**config.mk**
```make
export PLATFORM = sky130hd
export DESIGN_NAME = cmf_cell
export DESIGN_NICKNAME = d
export VERILOG_FILES = /design/src/cmf_pkg.sv /design/src/cmf_cell.sv
export SDC_FILE = /design/constraint.sdc
export NUM_CORES = 2
export LEC_CHECK = 0
export BUFFER_PORTS_ARGS = -buffer_cell sky130_fd_sc_hd__buf_2
export CAP_MARGIN = 20
export CORE_ASPECT_RATIO = 1.25
export CORE_UTILIZATION = 45
export CTS_CLUSTER_DIAMETER = 60
export DETAILED_ROUTE_END_ITERATION = 8
export GPL_TIMING_DRIVEN = 0
export PLACE_DENSITY = 0.66
export SYNTH_ARGS = -nofsm -noshare
export SYNTH_HDL_FRONTEND = slang
export SYNTH_SLANG_ARGS = --single-unit
```
**constraint.sdc**
```tcl
create_clock -name clk_i -period 16.35 [get_ports clk_i]
set_input_delay 3.27 -clock clk_i [delete_from_list [all_inputs] [get_ports clk_i]]
set_output_delay 3.27 -clock clk_i [all_outputs]
set_load 0.02 [all_outputs]
```
**src/cmf_pkg.sv**
```systemverilog
// Package for the complex multipath FIR core: widths, register codes, shared types.
`default_nettype none
package cmf_pkg;

  localparam int TAP_W        = 16;
  localparam int FRAC_W       = 14;
  localparam int NUM_REGS     = 6;
  localparam int IDX_W        = 3;
  localparam int NUM_TAP_SETS = 3;
  localparam int MAX_TAPS     = 4;
  localparam int DEF_NUM_TAPS = 3;
  localparam int DEF_SAMPLE_W = 16;

  localparam logic [IDX_W-1:0] REG_TAP0_RE = 3'd0;
  localparam logic [IDX_W-1:0] REG_TAP0_IM = 3'd1;
  localparam logic [IDX_W-1:0] REG_TAP1_RE = 3'd2;
  localparam logic [IDX_W-1:0] REG_TAP1_IM = 3'd3;
  localparam logic [IDX_W-1:0] REG_TAP2_RE = 3'd4;
  localparam logic [IDX_W-1:0] REG_TAP2_IM = 3'd5;

  typedef struct packed {
    logic              we;
    logic [IDX_W-1:0]  idx;
    logic [TAP_W-1:0]  data;
  } cfg_t;

  typedef struct packed {
    logic adv;
    logic load;
    logic clr;
    logic v1;
    logic v2;
  } ctl_t;

  function automatic logic signed [TAP_W-1:0] tap_reset(input logic [IDX_W-1:0] idx);
    logic signed [TAP_W-1:0] val;
    unique case (idx)
      REG_TAP0_RE: val = 16'sd13107;
      REG_TAP0_IM: val = 16'sd0;
      REG_TAP1_RE: val = 16'sd6554;
      REG_TAP1_IM: val = 16'sd3277;
      REG_TAP2_RE: val = 16'sd3277;
      REG_TAP2_IM: val = -16'sd1638;
      default:     val = '0;
    endcase
    return val;
  endfunction

endpackage
`default_nettype wire

```
**src/cmf_cell.sv**
```systemverilog
// One FIR cell: delay register, complex tap, four products and the complex term.
`default_nettype none
module cmf_cell #(
  parameter int SAMPLE_W = 16,
  parameter int CELL_IDX = 0
) (
  input  wire                                          clk_i,
  input  wire                                          rst_ni,
  input  cmf_pkg::ctl_t                                ctl_i,
  input  cmf_pkg::cfg_t                                cfg_i,
  input  wire logic signed [SAMPLE_W-1:0]              samp_re_i,
  input  wire logic signed [SAMPLE_W-1:0]              samp_im_i,
  output logic signed [SAMPLE_W-1:0]                   samp_re_o,
  output logic signed [SAMPLE_W-1:0]                   samp_im_o,
  output logic signed [SAMPLE_W+cmf_pkg::TAP_W:0]      term_re_o,
  output logic signed [SAMPLE_W+cmf_pkg::TAP_W:0]      term_im_o
);
  import cmf_pkg::*;

  localparam int PROD_W = SAMPLE_W + TAP_W;
  localparam int TERM_W = PROD_W + 1;
  localparam logic [IDX_W-2:0] CELL_SEL = (IDX_W-1)'(CELL_IDX);
  localparam logic [IDX_W-1:0] RE_IDX   = {CELL_SEL, 1'b0};
  localparam logic [IDX_W-1:0] IM_IDX   = {CELL_SEL, 1'b1};

  logic signed [TAP_W-1:0]    tap_re, tap_im;
  logic signed [SAMPLE_W-1:0] samp_re_q, samp_im_q, samp_re_d, samp_im_d;
  logic signed [PROD_W-1:0]   prod_rr_q, prod_ii_q, prod_ri_q, prod_ir_q;
  logic signed [TERM_W-1:0]   term_re_q, term_im_q;

  if (CELL_IDX < NUM_TAP_SETS) begin : g_taps
    logic signed [TAP_W-1:0] tap_re_q, tap_im_q;
    logic                    wr_ok;
    assign wr_ok = cfg_i.we && (cfg_i.idx < IDX_W'(NUM_REGS));
    always_ff @(posedge clk_i or negedge rst_ni) begin
      if (!rst_ni) begin
        tap_re_q <= tap_reset(RE_IDX);
        tap_im_q <= tap_reset(IM_IDX);
      end else if (wr_ok && cfg_i.idx == RE_IDX) begin
        tap_re_q <= cfg_i.data;
      end else if (wr_ok && cfg_i.idx == IM_IDX) begin
        tap_im_q <= cfg_i.data;
      end
    end
    assign tap_re = tap_re_q;
    assign tap_im = tap_im_q;
  end else begin : g_no_taps
    assign tap_re = '0;
    assign tap_im = '0;
  end

  // frame start zeroes the history seen by every delayed cell
  assign samp_re_d = (ctl_i.clr && CELL_IDX != 0) ? '0 : samp_re_i;
  assign samp_im_d = (ctl_i.clr && CELL_IDX != 0) ? '0 : samp_im_i;

  always_ff @(posedge clk_i or negedge rst_ni) begin
    if (!rst_ni) begin
      samp_re_q <= '0;
      samp_im_q <= '0;
    end else if (ctl_i.load) begin
      samp_re_q <= samp_re_d;
      samp_im_q <= samp_im_d;
    end
  end

  always_ff @(posedge clk_i) begin
    if (ctl_i.adv && ctl_i.v1) begin
      prod_rr_q <= PROD_W'(tap_re) * PROD_W'(samp_re_q);
      prod_ii_q <= PROD_W'(tap_im) * PROD_W'(samp_im_q);
      prod_ri_q <= PROD_W'(tap_re) * PROD_W'(samp_im_q);
      prod_ir_q <= PROD_W'(tap_im) * PROD_W'(samp_re_q);
    end
  end

  always_ff @(posedge clk_i) begin
    if (ctl_i.adv && ctl_i.v2) begin
      term_re_q <= TERM_W'(prod_rr_q) - TERM_W'(prod_ii_q);
      term_im_q <= TERM_W'(prod_ri_q) + TERM_W'(prod_ir_q);
    end
  end

  assign samp_re_o = samp_re_q;
  assign samp_im_o = samp_im_q;
  assign term_re_o = term_re_q;
  assign term_im_o = term_im_q;

endmodule
`default_nettype wire

```
==> results.md <==
* Multi-input gate area at 37900 sq um
* Top Ports at 157
* Final Critical Period at 8.81 ns
* Cell count after synthesis at 5157
* Most used flip-flop cell after synthesis: edfxtp_1
* Setup TNS at 0 ns
* Total routed wirelength at about 170 mm
* Clk slew on worst S/H paths at around 0.060 ns
* Iter 0 DRT Violations at between 2000 and 3000
* Worst setup SP type: register
* Syn_nets at 6658
* Layout Nets at 6887
* CTS tree: yes
* Placed inst area at 53700 sq um
* Top routing layer used: met4
* Critical path endpoint category: register
* Outcome: finished, final reports clean
* RSZ-0062 raised after global routing: false
* Metal2 WL at a little under 80 mm
* Synth Area in Simple Gates at 13.0%
* Floorplan die width at 302 microns
* Root buffer cell: clkbuf_16
* FF+latch count, synth at between 200 and 300
* Worst skew pair latency at 0.66 ns
* Post-layout instance area at 55300 sq um
* FILL cells at about 10000
* Layout cells sized above 1 at 6.47%
* Least-Margin Pin Slew at between 1 and 1.5 ns
* Largest net degree at the start of global routing at 60
* Bufs on Longest Clock Path at 3
* Final worst path period share at about 54%
* Adder-cell share of the synthesized area at 51.1%
* DIE AREA at ~110000 sq um
* Post-synth ARST share at 24.8%
* Global route total overflow at 0
* Die height at 377 microns
* Synth area leaders: fa_1 (41%), edfxtp_1 (11%), ha_1 (9.7%)
* Worst-path fanout max at 10
* H-tree depth at 2
* Pins Over Slew Limit at 0
* Worst-case reg-to-reg path depth at 21
* Remaining antenna violation count at 0
* Critical path class: reg2reg
* FP Rows at 137
* DR pass1 iterations at 6
* HPWL after DPL at between 100 and 150 mm
* Cts bufs inserted at 43
* Clock sink count at 258
* Synth Warn # at 0
* FMAX at approximately 110 MHz
* CP Data Required Time at about 17 ns
* Synth unique cells at between 80 and 90
* Via/cell ratio at around 5.4
* Worst EP arrival at 9.17 ns
* Max-slew headroom at 9.65%
* # DRC at 0
* DRT met1 WL at between 60 and 70 mm
* Final Hold Viols at 0
* Number of flops mapped to enable cells by yosys at around 190
* Post-CTS setup buffers at 0
* Synth area leader: fa_1
* Vias at 37200
* Area Growth Syn to Fin at 9.07%
* Global-route wire length before repair at 249 mm
* Mapped Area at between 50000 and 60000 sq um
* Hold Buf Count CTS at 0
* Worst Hold Class: reg2reg
* Clock Skew at between 0.04 and 0.05 ns
* Largest family of logic cells by synthesized area: adder cells
* Synth top area share at between 40% and 50%
* # setup viols final at 0
* Routed met3 length at 15.3 mm
* Placer Congestion at between 1 and 1.5
* Register area share after synthesis at 14.7%
* Mapped Avg Cell Area at 9.83 sq um
* Hold path depth at 1
* Vias in the first global route at 38800
* I/O Buffers at 154
* Post-synthesis mux area share at 1.44%
* Post_cts resized at 0
* Compound-cell area share of the yosys netlist at 5.99%
* Number of max-cap violations at 0
* CORE AREA at 112000 sq um
* Initial antenna violation count at 17
* Initial Utilization at a little under half
* Total Routing Usage GR at 30.7%
* Sequential cell area at ~7400 sq um
* XOR/XNOR Fraction of Synth Area at 3.21%
* Post-DR wirelength/cell at 24.5 microns
-- stage by stage --
| step | hold WS (ns) | worst slack, ns | std cells | util, % |
|---|---|---|---|---|
| floorplan | 0.513 | 9.65 | 5157 | - |
| global placement | 0.532 | 7.79 | 6770 | 47.8 |
| detailed placement | 0.545 | 7.82 | 6790 | 48.1 |
| CTS | 0.560 | 7.78 | 6870 | 49.4 |
| global route | 0.582 | 7.39 | 6880 | 49.5 |
| finish | 0.564 | 7.54 | 6890 | 49.6 |
-- synthesized netlist by cell type (25+ instances only) --
cell	number
inv_1	1216
edfxtp_1	194
a21oi_1	118
nand2_1	529
a21o_1	63
and2_1	504
xnor2_1	147
fa_1	1050
o21a_1	30
o21ai_0	65
nor2_1	142
o21bai_1	25
clkbuf_1	202
ha_1	392
mux2_2	62
nand2b_1	35
dfrtp_1	56
xor2_1	39
-- worst max-delay path, stage by stage (launching register included) --
cell      delay [ns]
dfrtp_1         0.82
clkinv_1        0.84
clkbuf_1        0.57
nor2_1          0.27
fa_1            0.46
fa_1            0.48
fa_1            0.55
fa_1            0.45
fa_1            0.49
inv_1           0.05
fa_1            0.48
inv_1           0.04
ha_1            0.35
a21oi_1         0.20
o21ai_0         0.14
a31o_2          0.25
a21o_1          0.17
a221oi_1        0.73
o21ai_1         0.38
a211oi_1        0.50
a22oi_1         0.15
xor2_1          0.17
-- final timing paths --
check / start / to / slack [ns]
max: samp_re_o[15] / prod_ir_q[30] / 7.54
min: prod_ir_q[0] / term_im_o[0] / 0.56
max reg2reg: samp_re_o[15] / prod_ir_q[30] / 7.54
min reg2reg: prod_ir_q[0] / term_im_o[0] / 0.56
max in group asynchronous: rst_ni / g_taps.tap_re_q[5] / 13.09
min in group asynchronous: rst_ni / samp_re_o[10] / 2.51
-- per-layer routing --
metal / vias to the layer above / GRT usage, %
met1: 19100 / 37.9
met2: 1663 / 48.4
met3: 354 / 6.80
met4: 0 / 20.3
li1: 16100 / -
met5: - / 0
-- state kept, by name (all words and copies together), names as in the netlist --
signal	count
term_re_o	33
samp_re_o	16
prod_rr_q	32
prod_ii_q	32
g_taps.tap_im_q	16
term_im_o	33
prod_ri_q	32
prod_ir_q	32
g_taps.tap_re_q	16
samp_im_o	16
-- cells by family (layout without fill, tap and decap cells) --
family	after synthesis	in the layout
adders and majority gates	1442	1442
DFF	258	258
buffers and inverters	1423	1687
muxes	65	65
AOI/OAI and AO/OA	456	456
xor gates and xnor gates	186	186
other	0	10
and+or+nand+nor	1327	1327
-- placed cells by master, fill, tap and decap left out, drive strengths merged, types with 56 or more instances in the layout --
cell / n
nor2: 142
fa: 1050
mux2: 62
buf: 187
clkbuf: 252
and2: 505
dfrtp: 56
o21ai: 87
nand2: 529
edfxtp: 194
a21o: 65
a21oi: 119
xnor2: 147
ha: 392
inv: 1230
-- area by class of cell --
class | instances | share of cell area, %
sequential | 258 | 13.4
inverter | 1218 | 8.27
tap | 1459 | 3.30
clock buffer | 50 | 2.03
buffer | 205 | 1.40
timing repair buffer | 184 | 2.31
multi-input combinational | 3476 | 68.6
clock inverter | 30 | 0.600
antenna | 10 | 0.0452
Power is left out: the tool's default activity adds up to more than one toggle a clock period on the data nets, which glitch-free logic cannot reach.
